--- config.mk ---
export PLATFORM = sky130hd
export DESIGN_NAME = ack_retransmit_tracker_flat
export DESIGN_NICKNAME = d
export VERILOG_FILES = /design/src/design/art_pkg.sv /design/src/design/art_if.sv /design/src/design/art_front.sv /design/src/design/art_cmd_fifo.sv /design/src/design/art_back.sv /design/src/design/ack_retransmit_tracker.sv /design/src/flat_wrapper.sv
export SDC_FILE = /design/constraint.sdc
export NUM_CORES = 1
export LEC_CHECK = 0
export BUFFER_PORTS_ARGS = -buffer_cell sky130_fd_sc_hd__buf_2
export CORE_ASPECT_RATIO = 1.5
export CORE_MARGIN = 5
export CORE_UTILIZATION = 55
export DETAILED_ROUTE_END_ITERATION = 12
export PLACE_DENSITY_LB_ADDON = 0.15
export RECOVER_POWER = 50
export SLEW_MARGIN = 40
export SYNTH_ARGS = -nofsm -noshare
export SYNTH_HDL_FRONTEND = slang
export SYNTH_HIERARCHICAL = 1
export SYNTH_SLANG_ARGS = --single-unit
--- constraint.sdc ---
create_clock -name clk -period 30.8 [get_ports clk]
set_input_delay 6.16 -clock clk [delete_from_list [all_inputs] [get_ports clk]]
set_output_delay 6.16 -clock clk [all_outputs]
set_load 0.02 [all_outputs]
--- src/design/art_pkg.sv ---
// ----------------------------------------------------------------------------
// art_pkg
// Shared constants, types and helpers of the retransmit tracker.
// ----------------------------------------------------------------------------
package art_pkg;

    localparam int TABLE_ENTRIES = 8;
    localparam int SLOT_W        = (TABLE_ENTRIES > 1) ? $clog2(TABLE_ENTRIES) : 1;
    localparam int PTR_W         = $clog2(TABLE_ENTRIES + 1);
    localparam int RESULT_LIMIT  = 8;
    localparam int CNT_W         = $clog2(RESULT_LIMIT + 1);
    localparam int FIFO_DEPTH    = 2;
    localparam int FIFO_AW       = (FIFO_DEPTH > 1) ? $clog2(FIFO_DEPTH) : 1;
    localparam int FIFO_CW       = $clog2(FIFO_DEPTH + 1);

    localparam int OPCODE_W  = 2;
    localparam int TIME_W    = 32;
    localparam int SEQ_W     = 8;
    localparam int MAC_W     = 48;
    localparam int LEN_W     = 8;
    localparam int KIND_W    = 2;
    localparam int SLOTOUT_W = 3;
    localparam int RETRY_W   = 8;
    localparam int TMO_W     = 16;
    localparam int CFG_IDX_W = 8;
    localparam int CFG_DAT_W = 16;

    localparam logic [TMO_W-1:0]     TIMEOUT_RESET = 16'd500;
    localparam logic [RETRY_W-1:0]   RETRIES_RESET = 8'd3;
    localparam logic [CFG_IDX_W-1:0] REG_TIMEOUT   = 8'd0;
    localparam logic [CFG_IDX_W-1:0] REG_RETRIES   = 8'd1;

    typedef enum logic [OPCODE_W-1:0] {
        OP_TRACK = 2'd0,
        OP_ACK   = 2'd1,
        OP_TICK  = 2'd2
    } opcode_t;

    typedef enum logic [KIND_W-1:0] {
        EV_STORED  = 2'd0,
        EV_FULL    = 2'd1,
        EV_RESEND  = 2'd2,
        EV_GAVE_UP = 2'd3
    } event_kind_t;

    typedef enum logic [1:0] {
        ST_IDLE,
        ST_SCAN,
        ST_FLUSH
    } back_state_t;

    typedef struct packed {
        opcode_t           op;
        logic [TIME_W-1:0] now;
        logic [SEQ_W-1:0]  seq;
        logic [MAC_W-1:0]  mac;
        logic [LEN_W-1:0]  len;
    } cmd_t;

    typedef struct packed {
        event_kind_t          kind;
        logic [SLOTOUT_W-1:0] slot;
        logic [SEQ_W-1:0]     seq;
        logic [MAC_W-1:0]     mac;
        logic [LEN_W-1:0]     len;
        logic [RETRY_W-1:0]   retries;
        logic                 last;
    } result_t;

    typedef struct packed {
        logic [TMO_W-1:0]   timeout_ms;
        logic [RETRY_W-1:0] max_retries;
    } cfg_t;

    function automatic logic [SLOTOUT_W-1:0] slot_field(input logic [SLOT_W-1:0] idx);
        logic [31:0] wide;
        wide = 32'(idx);
        return wide[SLOTOUT_W-1:0];
    endfunction

endpackage

--- src/design/art_if.sv ---
// ----------------------------------------------------------------------------
// art_if
// Handshake channels of the retransmit tracker: items, results, register writes.
// ----------------------------------------------------------------------------
interface art_item_if
    import art_pkg::*;
();
    logic                valid;
    logic                ready;
    logic [OPCODE_W-1:0] opcode;
    logic [TIME_W-1:0]   now_ms;
    logic [SEQ_W-1:0]    seq_number;
    logic [MAC_W-1:0]    dest_mac;
    logic [LEN_W-1:0]    frame_length;

    modport source (output valid, opcode, now_ms, seq_number, dest_mac, frame_length,
                    input ready);
    modport sink   (input valid, opcode, now_ms, seq_number, dest_mac, frame_length,
                    output ready);
endinterface

interface art_result_if
    import art_pkg::*;
();
    logic                 valid;
    logic                 ready;
    logic [KIND_W-1:0]    event_kind;
    logic [SLOTOUT_W-1:0] slot_index;
    logic [SEQ_W-1:0]     result_seq;
    logic [MAC_W-1:0]     result_mac;
    logic [LEN_W-1:0]     result_length;
    logic [RETRY_W-1:0]   retry_count;
    logic                 last_result;

    modport source (output valid, event_kind, slot_index, result_seq, result_mac,
                    result_length, retry_count, last_result, input ready);
    modport sink   (input valid, event_kind, slot_index, result_seq, result_mac,
                    result_length, retry_count, last_result, output ready);
endinterface

interface art_cfg_if
    import art_pkg::*;
();
    logic                 valid;
    logic                 ready;
    logic [CFG_IDX_W-1:0] index;
    logic [CFG_DAT_W-1:0] data;

    modport source (output valid, index, data, input ready);
    modport sink   (input valid, index, data, output ready);
endinterface

--- src/design/art_front.sv ---
// ----------------------------------------------------------------------------
// art_front
// Accept item beats, decode the opcode and queue valid commands.
// ----------------------------------------------------------------------------
module art_front
    import art_pkg::*;
(
    art_item_if.sink item,
    input  logic     queue_full,
    output logic     push,
    output cmd_t     push_cmd
);

    logic op_known;

    always_comb
    begin
        case (item.opcode)
            OP_TRACK, OP_ACK, OP_TICK: op_known = 1'b1;
            default:                   op_known = 1'b0;
        endcase
    end

    assign item.ready   = !queue_full;
    assign push         = item.valid && !queue_full && op_known;
    assign push_cmd.op  = opcode_t'(item.opcode);
    assign push_cmd.now = item.now_ms;
    assign push_cmd.seq = item.seq_number;
    assign push_cmd.mac = item.dest_mac;
    assign push_cmd.len = item.frame_length;

endmodule

--- src/design/art_cmd_fifo.sv ---
// ----------------------------------------------------------------------------
// art_cmd_fifo
// Short command queue between the front and the table engine.
// ----------------------------------------------------------------------------
module art_cmd_fifo
    import art_pkg::*;
(
    input  logic clk,
    input  logic rst_n,
    input  logic push,
    input  cmd_t push_cmd,
    output logic full,
    input  logic pop,
    output cmd_t head_cmd,
    output logic head_valid
);

    cmd_t               store_reg [FIFO_DEPTH];
    logic [FIFO_AW-1:0] wr_ptr_reg;
    logic [FIFO_AW-1:0] wr_ptr_next;
    logic [FIFO_AW-1:0] rd_ptr_reg;
    logic [FIFO_AW-1:0] rd_ptr_next;
    logic [FIFO_CW-1:0] count_reg;
    logic [FIFO_CW-1:0] count_next;

    assign full       = (count_reg == FIFO_CW'(FIFO_DEPTH));
    assign head_valid = (count_reg != '0);
    assign head_cmd   = store_reg[rd_ptr_reg];

    always_comb
    begin
        wr_ptr_next = wr_ptr_reg;
        rd_ptr_next = rd_ptr_reg;
        count_next  = count_reg;
        if (push)
        begin
            wr_ptr_next = (wr_ptr_reg == FIFO_AW'(FIFO_DEPTH - 1)) ? '0 : wr_ptr_reg + 1'b1;
        end
        if (pop)
        begin
            rd_ptr_next = (rd_ptr_reg == FIFO_AW'(FIFO_DEPTH - 1)) ? '0 : rd_ptr_reg + 1'b1;
        end
        if (push && !pop)
        begin
            count_next = count_reg + 1'b1;
        end
        else if (pop && !push)
        begin
            count_next = count_reg - 1'b1;
        end
    end

    always_ff @(posedge clk or negedge rst_n)
    begin
        if (!rst_n)
        begin
            wr_ptr_reg <= '0;
            rd_ptr_reg <= '0;
            count_reg  <= '0;
        end
        else
        begin
            wr_ptr_reg <= wr_ptr_next;
            rd_ptr_reg <= rd_ptr_next;
            count_reg  <= count_next;
        end
    end

    always_ff @(posedge clk)
    begin
        if (push)
        begin
            store_reg[wr_ptr_reg] <= push_cmd;
        end
    end

endmodule

--- src/design/art_back.sv ---
// ----------------------------------------------------------------------------
// art_back
// Slot table engine: store, free and scan slots, and drive result beats.
// ----------------------------------------------------------------------------
module art_back
    import art_pkg::*;
(
    input  logic           clk,
    input  logic           rst_n,
    input  cfg_t           cfg,
    input  logic           cmd_valid,
    input  cmd_t           cmd,
    output logic           cmd_pop,
    art_result_if.source   result
);

    back_state_t state_reg;
    back_state_t state_next;

    logic [TABLE_ENTRIES-1:0] active_reg;
    logic [SEQ_W-1:0]         seq_mem     [TABLE_ENTRIES];
    logic [RETRY_W-1:0]       retries_mem [TABLE_ENTRIES];
    logic [TIME_W-1:0]        sent_mem    [TABLE_ENTRIES];
    logic [MAC_W-1:0]         mac_mem     [TABLE_ENTRIES];
    logic [LEN_W-1:0]         len_mem     [TABLE_ENTRIES];

    logic [PTR_W-1:0] ptr_reg;
    logic [CNT_W-1:0] cnt_reg;
    logic             pend_valid_reg;
    result_t          pend_reg;
    logic             out_valid_reg;
    result_t          out_reg;

    logic              out_space;
    logic              free_found;
    logic [SLOT_W-1:0] free_idx;
    logic              match_found;
    logic [SLOT_W-1:0] match_idx;
    logic [SLOT_W-1:0] ptr_idx;
    logic              scan_end;
    logic [TIME_W-1:0] elapsed;
    logic              hit;
    logic              give_up;
    logic              scan_go;
    logic [RETRY_W-1:0] retries_inc;
    result_t           track_result;
    result_t           hit_result;

    logic    do_track;
    logic    do_ack;
    logic    start_scan;
    logic    scan_step;
    logic    scan_hit;
    logic    flush_done;
    logic    out_load;
    result_t out_data;

    assign out_space = !out_valid_reg || result.ready;

    always_comb
    begin
        free_found  = 1'b0;
        free_idx    = '0;
        match_found = 1'b0;
        match_idx   = '0;
        for (int i = TABLE_ENTRIES - 1; i >= 0; i--)
        begin
            if (!active_reg[i])
            begin
                free_found = 1'b1;
                free_idx   = SLOT_W'(i);
            end
            if (active_reg[i] && (seq_mem[i] == cmd.seq))
            begin
                match_found = 1'b1;
                match_idx   = SLOT_W'(i);
            end
        end
    end

    assign ptr_idx     = ptr_reg[SLOT_W-1:0];
    assign scan_end    = (ptr_reg == PTR_W'(TABLE_ENTRIES)) || (cnt_reg == CNT_W'(RESULT_LIMIT));
    assign elapsed     = cmd.now - sent_mem[ptr_idx];
    assign hit         = active_reg[ptr_idx] && (elapsed >= TIME_W'(cfg.timeout_ms));
    assign give_up     = (retries_mem[ptr_idx] >= cfg.max_retries);
    assign scan_go     = !hit || !pend_valid_reg || out_space;
    assign retries_inc = retries_mem[ptr_idx] + 1'b1;

    always_comb
    begin
        track_result.slot    = '0;
        track_result.seq     = cmd.seq;
        track_result.retries = '0;
        track_result.last    = 1'b1;
        if (free_found)
        begin
            track_result.kind = EV_STORED;
            track_result.slot = slot_field(free_idx);
            track_result.mac  = cmd.mac;
            track_result.len  = cmd.len;
        end
        else
        begin
            track_result.kind = EV_FULL;
            track_result.mac  = '0;
            track_result.len  = '0;
        end
    end

    always_comb
    begin
        hit_result.kind    = give_up ? EV_GAVE_UP : EV_RESEND;
        hit_result.slot    = slot_field(ptr_idx);
        hit_result.seq     = seq_mem[ptr_idx];
        hit_result.mac     = mac_mem[ptr_idx];
        hit_result.len     = len_mem[ptr_idx];
        hit_result.retries = give_up ? retries_mem[ptr_idx] : retries_inc;
        hit_result.last    = 1'b0;
    end

    // next state
    always_comb
    begin
        state_next = state_reg;
        case (state_reg)
            ST_IDLE:
            begin
                if (cmd_valid && (cmd.op == OP_TICK))
                begin
                    state_next = ST_SCAN;
                end
            end
            ST_SCAN:
            begin
                if (scan_end)
                begin
                    state_next = ST_FLUSH;
                end
            end
            ST_FLUSH:
            begin
                if (!pend_valid_reg || out_space)
                begin
                    state_next = ST_IDLE;
                end
            end
            default:
            begin
                state_next = ST_IDLE;
            end
        endcase
    end

    // control outputs
    always_comb
    begin
        do_track   = 1'b0;
        do_ack     = 1'b0;
        start_scan = 1'b0;
        scan_step  = 1'b0;
        flush_done = 1'b0;
        cmd_pop    = 1'b0;
        case (state_reg)
            ST_IDLE:
            begin
                if (cmd_valid)
                begin
                    case (cmd.op)
                        OP_TRACK:
                        begin
                            do_track = out_space;
                            cmd_pop  = out_space;
                        end
                        OP_ACK:
                        begin
                            do_ack  = 1'b1;
                            cmd_pop = 1'b1;
                        end
                        OP_TICK:
                        begin
                            start_scan = 1'b1;
                        end
                        default:
                        begin
                            cmd_pop = 1'b1;
                        end
                    endcase
                end
            end
            ST_SCAN:
            begin
                scan_step = !scan_end && scan_go;
            end
            ST_FLUSH:
            begin
                flush_done = !pend_valid_reg || out_space;
                cmd_pop    = flush_done;
            end
            default:
            begin
                cmd_pop = 1'b0;
            end
        endcase
    end

    assign scan_hit = scan_step && hit;

    always_comb
    begin
        out_load = 1'b0;
        out_data = pend_reg;
        if (do_track)
        begin
            out_load = 1'b1;
            out_data = track_result;
        end
        else if (scan_hit && pend_valid_reg)
        begin
            out_load      = 1'b1;
            out_data.last = 1'b0;
        end
        else if (flush_done && pend_valid_reg)
        begin
            out_load      = 1'b1;
            out_data.last = 1'b1;
        end
    end

    always_ff @(posedge clk or negedge rst_n)
    begin
        if (!rst_n)
        begin
            state_reg      <= ST_IDLE;
            active_reg     <= '0;
            ptr_reg        <= '0;
            cnt_reg        <= '0;
            pend_valid_reg <= 1'b0;
            out_valid_reg  <= 1'b0;
        end
        else
        begin
            state_reg <= state_next;
            if (do_track && free_found)
            begin
                active_reg[free_idx] <= 1'b1;
            end
            if (do_ack && match_found)
            begin
                active_reg[match_idx] <= 1'b0;
            end
            if (scan_hit && give_up)
            begin
                active_reg[ptr_idx] <= 1'b0;
            end
            if (start_scan)
            begin
                ptr_reg <= '0;
                cnt_reg <= '0;
            end
            else if (scan_step)
            begin
                ptr_reg <= ptr_reg + 1'b1;
                if (hit)
                begin
                    cnt_reg <= cnt_reg + 1'b1;
                end
            end
            if (scan_hit)
            begin
                pend_valid_reg <= 1'b1;
            end
            else if (flush_done)
            begin
                pend_valid_reg <= 1'b0;
            end
            if (out_load)
            begin
                out_valid_reg <= 1'b1;
            end
            else if (result.ready)
            begin
                out_valid_reg <= 1'b0;
            end
        end
    end

    always_ff @(posedge clk)
    begin
        if (do_track && free_found)
        begin
            seq_mem[free_idx]     <= cmd.seq;
            retries_mem[free_idx] <= '0;
            sent_mem[free_idx]    <= cmd.now;
            mac_mem[free_idx]     <= cmd.mac;
            len_mem[free_idx]     <= cmd.len;
        end
        if (scan_hit && !give_up)
        begin
            retries_mem[ptr_idx] <= retries_inc;
            sent_mem[ptr_idx]    <= cmd.now;
        end
        if (scan_hit)
        begin
            pend_reg <= hit_result;
        end
        if (out_load)
        begin
            out_reg <= out_data;
        end
    end

    assign result.valid         = out_valid_reg;
    assign result.event_kind    = out_reg.kind;
    assign result.slot_index    = out_reg.slot;
    assign result.result_seq    = out_reg.seq;
    assign result.result_mac    = out_reg.mac;
    assign result.result_length = out_reg.len;
    assign result.retry_count   = out_reg.retries;
    assign result.last_result   = out_reg.last;

endmodule

--- src/design/ack_retransmit_tracker.sv ---
// ----------------------------------------------------------------------------
// ack_retransmit_tracker
// Retransmit timeout table for frames that await an acknowledgement.
//
//   port    | dir  | carries
//   --------+------+----------------------------------------------------
//   item    | sink | opcode, now_ms, seq_number, dest_mac, frame_length
//   result  | src  | event_kind, slot_index, result_seq, result_mac,
//           |      | result_length, retry_count, last_result
//   cfg     | sink | index (0 timeout_ms, 1 max_retries), data
//
// Item beats enter a two-deep command queue, one per cycle while it has room.
// A tick starts, then walks the slots one per cycle through the shared expiry
// compare while a hit finds room for its pending result, stops at the last slot
// or the result limit, and flushes the last pending result.
// The engine stalls on a full result register and resumes without loss.
// Reset clears all slots and loads timeout_ms 500 and max_retries 3.
// ----------------------------------------------------------------------------
module ack_retransmit_tracker
    import art_pkg::*;
(
    input  logic          clk,
    input  logic          rst_n,
    art_item_if.sink      item,
    art_result_if.source  result,
    art_cfg_if.sink       cfg
);

    cfg_t cfg_reg;
    logic push;
    cmd_t push_cmd;
    logic queue_full;
    logic cmd_pop;
    cmd_t head_cmd;
    logic head_valid;

    assign cfg.ready = 1'b1;

    always_ff @(posedge clk or negedge rst_n)
    begin
        if (!rst_n)
        begin
            cfg_reg.timeout_ms  <= TIMEOUT_RESET;
            cfg_reg.max_retries <= RETRIES_RESET;
        end
        else if (cfg.valid)
        begin
            if (cfg.index == REG_TIMEOUT)
            begin
                cfg_reg.timeout_ms <= cfg.data;
            end
            if (cfg.index == REG_RETRIES)
            begin
                cfg_reg.max_retries <= cfg.data[RETRY_W-1:0];
            end
        end
    end

    art_front u_front (
        .item       (item),
        .queue_full (queue_full),
        .push       (push),
        .push_cmd   (push_cmd)
    );

    art_cmd_fifo u_fifo (
        .clk        (clk),
        .rst_n      (rst_n),
        .push       (push),
        .push_cmd   (push_cmd),
        .full       (queue_full),
        .pop        (cmd_pop),
        .head_cmd   (head_cmd),
        .head_valid (head_valid)
    );

    art_back u_back (
        .clk       (clk),
        .rst_n     (rst_n),
        .cfg       (cfg_reg),
        .cmd_valid (head_valid),
        .cmd       (head_cmd),
        .cmd_pop   (cmd_pop),
        .result    (result)
    );

endmodule

--- src/flat_wrapper.sv ---
// flat-port wrapper written by rule: the top's interface ports become plain ports
module ack_retransmit_tracker_flat import art_pkg::*;
  (clk, rst_n, item_valid, item_opcode, item_now_ms, item_seq_number, item_dest_mac, item_frame_length, item_ready, result_valid, result_event_kind, result_slot_index, result_result_seq, result_result_mac, result_result_length, result_retry_count, result_last_result, result_ready, cfg_valid, cfg_index, cfg_data, cfg_ready);
  art_item_if item_i ();
  art_result_if result_i ();
  art_cfg_if cfg_i ();
  input  logic clk;
  input  logic rst_n;
  input wire logic [$bits(item_i.valid)-1:0] item_valid;
  input wire logic [$bits(item_i.opcode)-1:0] item_opcode;
  input wire logic [$bits(item_i.now_ms)-1:0] item_now_ms;
  input wire logic [$bits(item_i.seq_number)-1:0] item_seq_number;
  input wire logic [$bits(item_i.dest_mac)-1:0] item_dest_mac;
  input wire logic [$bits(item_i.frame_length)-1:0] item_frame_length;
  output wire logic [$bits(item_i.ready)-1:0] item_ready;
  output wire logic [$bits(result_i.valid)-1:0] result_valid;
  output wire logic [$bits(result_i.event_kind)-1:0] result_event_kind;
  output wire logic [$bits(result_i.slot_index)-1:0] result_slot_index;
  output wire logic [$bits(result_i.result_seq)-1:0] result_result_seq;
  output wire logic [$bits(result_i.result_mac)-1:0] result_result_mac;
  output wire logic [$bits(result_i.result_length)-1:0] result_result_length;
  output wire logic [$bits(result_i.retry_count)-1:0] result_retry_count;
  output wire logic [$bits(result_i.last_result)-1:0] result_last_result;
  input wire logic [$bits(result_i.ready)-1:0] result_ready;
  input wire logic [$bits(cfg_i.valid)-1:0] cfg_valid;
  input wire logic [$bits(cfg_i.index)-1:0] cfg_index;
  input wire logic [$bits(cfg_i.data)-1:0] cfg_data;
  output wire logic [$bits(cfg_i.ready)-1:0] cfg_ready;
  assign item_i.valid = item_valid;
  assign item_i.opcode = item_opcode;
  assign item_i.now_ms = item_now_ms;
  assign item_i.seq_number = item_seq_number;
  assign item_i.dest_mac = item_dest_mac;
  assign item_i.frame_length = item_frame_length;
  assign item_ready = item_i.ready;
  assign result_valid = result_i.valid;
  assign result_event_kind = result_i.event_kind;
  assign result_slot_index = result_i.slot_index;
  assign result_result_seq = result_i.result_seq;
  assign result_result_mac = result_i.result_mac;
  assign result_result_length = result_i.result_length;
  assign result_retry_count = result_i.retry_count;
  assign result_last_result = result_i.last_result;
  assign result_i.ready = result_ready;
  assign cfg_i.valid = cfg_valid;
  assign cfg_i.index = cfg_index;
  assign cfg_i.data = cfg_data;
  assign cfg_ready = cfg_i.ready;
  ack_retransmit_tracker u_core (.clk(clk), .rst_n(rst_n), .item(item_i), .result(result_i), .cfg(cfg_i));
endmodule
==> flow_metrics.env <==
export IMPL_run_status="complete, but fails checks"
export IMPL_failing_checks="capacitance limit, slew limit"
export IMPL_critical_path_endpoint_type="flip-flop"
export IMPL_final_period_utilization_pct=46.4
export IMPL_r2r_start="u_core/u_back/ptr_reg[0]"
export IMPL_overflow=0
export IMPL_num_antenna_cells=0
export IMPL_cp_data_arrival_time_ns=14.58
export IMPL_syn_to_final_growth_pct=11.2
export IMPL_placement_io_buffers=206
export IMPL_rsz0062_at_grt="false"
export IMPL_setup_total_negative_slack_ns=0
export IMPL_cpPeakStageDelay_ns=2.26
export IMPL_cts_max_path_buffers=3
export IMPL_setup_worst_path_class="reg -> reg"
export IMPL_via_count=27200
export IMPL_power_per_cell_area_nw_per_um2=110
export IMPL_crit_path_top_delay_cell="sky130_fd_sc_hd__clkbuf_1"
export IMPL_number_of_synthesized_flops_with_an_enable_pin=1182
export IMPL_cts_buffers_inserted=109
export IMPL_finalNonFillerCells=4311
export IMPL_fin_area_um2=54400
export IMPL_antenna_found_initial=3
export IMPL_setup_viol=0
export IMPL_cts_setup_buffers=0
export IMPL_route_detailed_drc=0
export IMPL_top_level_ports=208
export IMPL_first_iter_violations=2295
export IMPL_power_w=0.00597
export IMPL_clock_sinks=1230
export IMPL_critical_path_required_ns=31.10
export IMPL_die_width_um=253
export IMPL_maxSlewViolCount=659
export IMPL_slew_headroom_pct=-170
export IMPL_synth_warning_count=6
export IMPL_largest_net_degree_at_the_start_of_global_routing=94
export IMPL_placer_s_final_routability_congestion_estimate=0.928
export IMPL_clkLatencyLatePin_ns=0.71
export IMPL_largest_register_ff_count=384
export IMPL_die_area_um2=95000
export IMPL_synth_async_reset_ratio_pct=3.90
export IMPL_avgSynthCellArea_um2=16.7
export IMPL_post_cts_resized_instances=0
export IMPL_crit_fanout=42
export IMPL_avgRoutedWirePerCell_um=27.7
export IMPL_seq_area_frac_synth_pct=75.1
export IMPL_cts_tree="done"
export IMPL_timing_worst_slew_pin_value_ns=4.05
export IMPL_drt_vias_per_instance=6.31
export IMPL_htree_levels=3
export IMPL_post_route_cells_drive_above_1_share_pct=14.6
export IMPL_placed_cell_count=4106
export IMPL_power_leakage_nw=17.9
export IMPL_mappedNetlistArea_um2=48900
export IMPL_detailed_routing_iteration_count_for_the_pre_antenna_repair_pass=7
export IMPL_postSynthCellCount=2931
export IMPL_timing_final_ws_setup_ns=16.51
export IMPL_clockRootBuffer="sky130_fd_sc_hd__clkbuf_16"
export IMPL_place_worst_setup_slack_ns=21.06
export IMPL_die_height_um=375
export IMPL_postSynthNetCount=3122
export IMPL_detailedPlacementHpwl_mm=70.4
export IMPL_placement_rows=134
export IMPL_floorplan_initialDensity_pct=55.2
export IMPL_worst_hold_startpoint="u_core/u_back/cnt_reg[3]"
export IMPL_worst_ir_drop_vdd_uv=74.9
export IMPL_layout_min_cycle_time_ns=14.29
export IMPL_wire_length_of_the_first_global_routing_pass_mm=178
export IMPL_grt_pass1_vias=28600
export IMPL_synth_cell_type_count=76
export IMPL_synth_seq_cells=1230
export IMPL_fin_nets=3253
export IMPL_hold_viol_final=0
export IMPL_fmax_mhz=70.0
export IMPL_critPathMostFrequentCell="sky130_fd_sc_hd__clkbuf_1"
export IMPL_clock_slew_at_the_register_clock_pins_of_the_worst_setup_and_hold_paths_ns=0.06
export IMPL_synth_main_ff_cell="sky130_fd_sc_hd__edfxtp_1"
export IMPL_drv_max_cap_violation_count=17
export IMPL_crit_path_start_kind="flip-flop"
export IMPL_timing_critical_path_from="u_core/u_back/ptr_reg[0]"
export IMPL_fin_skew_ns=0.0456
export IMPL_route_antenna_remaining_nets=0
export IMPL_hold_path_class="reg -> reg"
export IMPL_gr_usage_all_layers_pct=24.9
export IMPL_core_region_area_um2=88500
export IMPL_drt_wl_total_mm=119
export IMPL_postPlaceCellArea_um2=50800
export IMPL_post_cts_hold_buffer_count=0
[where the power goes]
part	leakage, nW	total, W	internal (W)	switching, W
Sequential	11.4	0.00240	0.00230	0.000101
Combinational	4.68	0.00214	0.000688	0.00145
Clock	1.85	0.00142	0.000823	0.000601
Total	17.9	0.00597	0.00381	0.00216
[layout by cell type, fill, tap and decap left out, drive strengths merged, types with 18 or more instances in the layout]
cell type / instances
a22o: 61
clkbuf: 188
xor2: 49
nand3: 32
nor2: 87
clkinv: 54
a221oi: 39
mux2: 142
o22ai: 18
a21o: 18
nand4: 82
mux2i: 30
a21oi: 68
bufinv: 20
edfxtp: 1182
dfrtp: 40
nand2: 111
xnor2: 50
o21ai: 43
and4: 20
ha: 63
a22oi: 340
inv: 53
buf: 200
[critical path, delay by kind of cell (launching register included)]
family / cells / cell delay (ns)
buffers and inverters: 5 / 7.36
adder cells (fa/ha/maj): 2 / 0.74
XOR/XNOR: 1 / 0.12
flip-flops: 1 / 0.73
AO/OA/AOI/OAI: 10 / 2.45
AND/OR/NAND/NOR: 8 / 2.37
[cell usage after synthesis (3+ instances only)]
cell	instances	share of area, %
sky130_fd_sc_hd__and2_1	12	0.15
sky130_fd_sc_hd__a21o_1	18	0.28
sky130_fd_sc_hd__dfrtp_1	40	2.0
sky130_fd_sc_hd__buf_2	20	0.20
sky130_fd_sc_hd__edfxtp_1	1182	73
sky130_fd_sc_hd__o21a_1	6	0.092
sky130_fd_sc_hd__xor2_1	49	0.88
sky130_fd_sc_hd__o21ai_0	33	0.34
sky130_fd_sc_hd__buf_6	4	0.092
sky130_fd_sc_hd__nand3_1	32	0.33
sky130_fd_sc_hd__buf_1	28	0.22
sky130_fd_sc_hd__clkbuf_1	93	0.71
sky130_fd_sc_hd__mux2_2	124	2.9
sky130_fd_sc_hd__nor4_1	10	0.13
sky130_fd_sc_hd__a211oi_1	5	0.077
sky130_fd_sc_hd__nor2b_1	8	0.10
sky130_fd_sc_hd__a21oi_2	9	0.16
sky130_fd_sc_hd__or3_1	5	0.064
sky130_fd_sc_hd__o21ai_1	10	0.10
sky130_fd_sc_hd__nand2b_1	12	0.15
sky130_fd_sc_hd__a22o_1	61	1.1
sky130_fd_sc_hd__nand4_1	82	1.0
sky130_fd_sc_hd__a31oi_1	4	0.051
sky130_fd_sc_hd__mux2_4	18	0.55
sky130_fd_sc_hd__nor3_1	14	0.14
sky130_fd_sc_hd__ha_1	63	1.6
sky130_fd_sc_hd__o211ai_1	13	0.20
sky130_fd_sc_hd__dfstp_2	8	0.43
sky130_fd_sc_hd__a221oi_1	35	0.63
sky130_fd_sc_hd__o21bai_1	3	0.046
sky130_fd_sc_hd__inv_1	49	0.38
sky130_fd_sc_hd__a21oi_1	59	0.60
sky130_fd_sc_hd__a221oi_2	4	0.12
sky130_fd_sc_hd__and3_1	12	0.15
sky130_fd_sc_hd__nand3b_1	3	0.046
sky130_fd_sc_hd__nor3b_1	3	0.046
sky130_fd_sc_hd__buf_4	101	1.6
sky130_fd_sc_hd__and4_1	20	0.36
sky130_fd_sc_hd__o22ai_1	18	0.23
sky130_fd_sc_hd__o22a_1	3	0.054
sky130_fd_sc_hd__nand2_1	111	0.85
sky130_fd_sc_hd__mux2i_1	30	0.61
sky130_fd_sc_hd__xnor2_1	50	0.90
sky130_fd_sc_hd__a22oi_1	340	5.2
sky130_fd_sc_hd__nor2_1	87	0.67
[final timing paths]
kind | endpoint | slack, ns | depth (start not counted)
hold reg to reg | u_core/u_back/cnt_reg[3] | 0.50 | 1
setup reg to reg | u_core/u_back/sent_mem[5][26] | 16.51 | 26
min in group asynchronous | u_core/cfg_reg[11] | 6.53 | 2
setup / recovery | u_core/u_back/sent_mem[5][26] | 16.51 | 26
hold / removal | u_core/u_back/cnt_reg[3] | 0.50 | 1
max in group asynchronous | u_core/u_back/cnt_reg[2] | 22.56 | 2
[layout make-up]
type,instances,area (µm²)
multi-input cells,1405,10800
clock buffers,122,2780
inverters,50,189
fillers,6470,34200
repair buffers,266,1460
flip-flops and latches,1230,36700
clock inverters,82,1020
well taps,1156,1450
[through the flow]
| step | util (%) | hold WS, ns |
|---|---|---|
| floorplan | - | 0.420 |
| global placement | 57.2 | 0.467 |
| detailed placement | 57.4 | 0.485 |
| CTS | 61.7 | 0.496 |
| global route | 61.4 | 0.520 |
| finish | 61.4 | 0.495 |
[cell families (layout without fill, tap and decap cells)]
| kind of cell | after synthesis | count (layout) | share of synthesized area, % |
|---|---|---|---|
| other | 1 | 1 | 0.00767 |
| multiplexers | 172 | 172 | 4.02 |
| buffers and inverters | 296 | 520 | 3.16 |
| AND/OR/NAND/NOR | 419 | 419 | 4.43 |
| XOR/XNOR | 99 | 99 | 1.77 |
| adder cells (fa/ha/maj) | 64 | 64 | 1.65 |
| flip-flops | 1230 | 1230 | 75.1 |
| AO/OA/AOI/OAI | 650 | 650 | 9.84 |
[layer usage]
metal  global-route usage, %  vias to the layer above  wire length (µm)
li1                        -                    11900                 -
met1                    31.2                    13900             45100
met2                    44.3                     1191             62500
met3                    2.77                      246              7340
met4                    9.87                        0              4490
met5                       0                        -                 0
No activity file was read; power rests on OpenSTA's default activity.
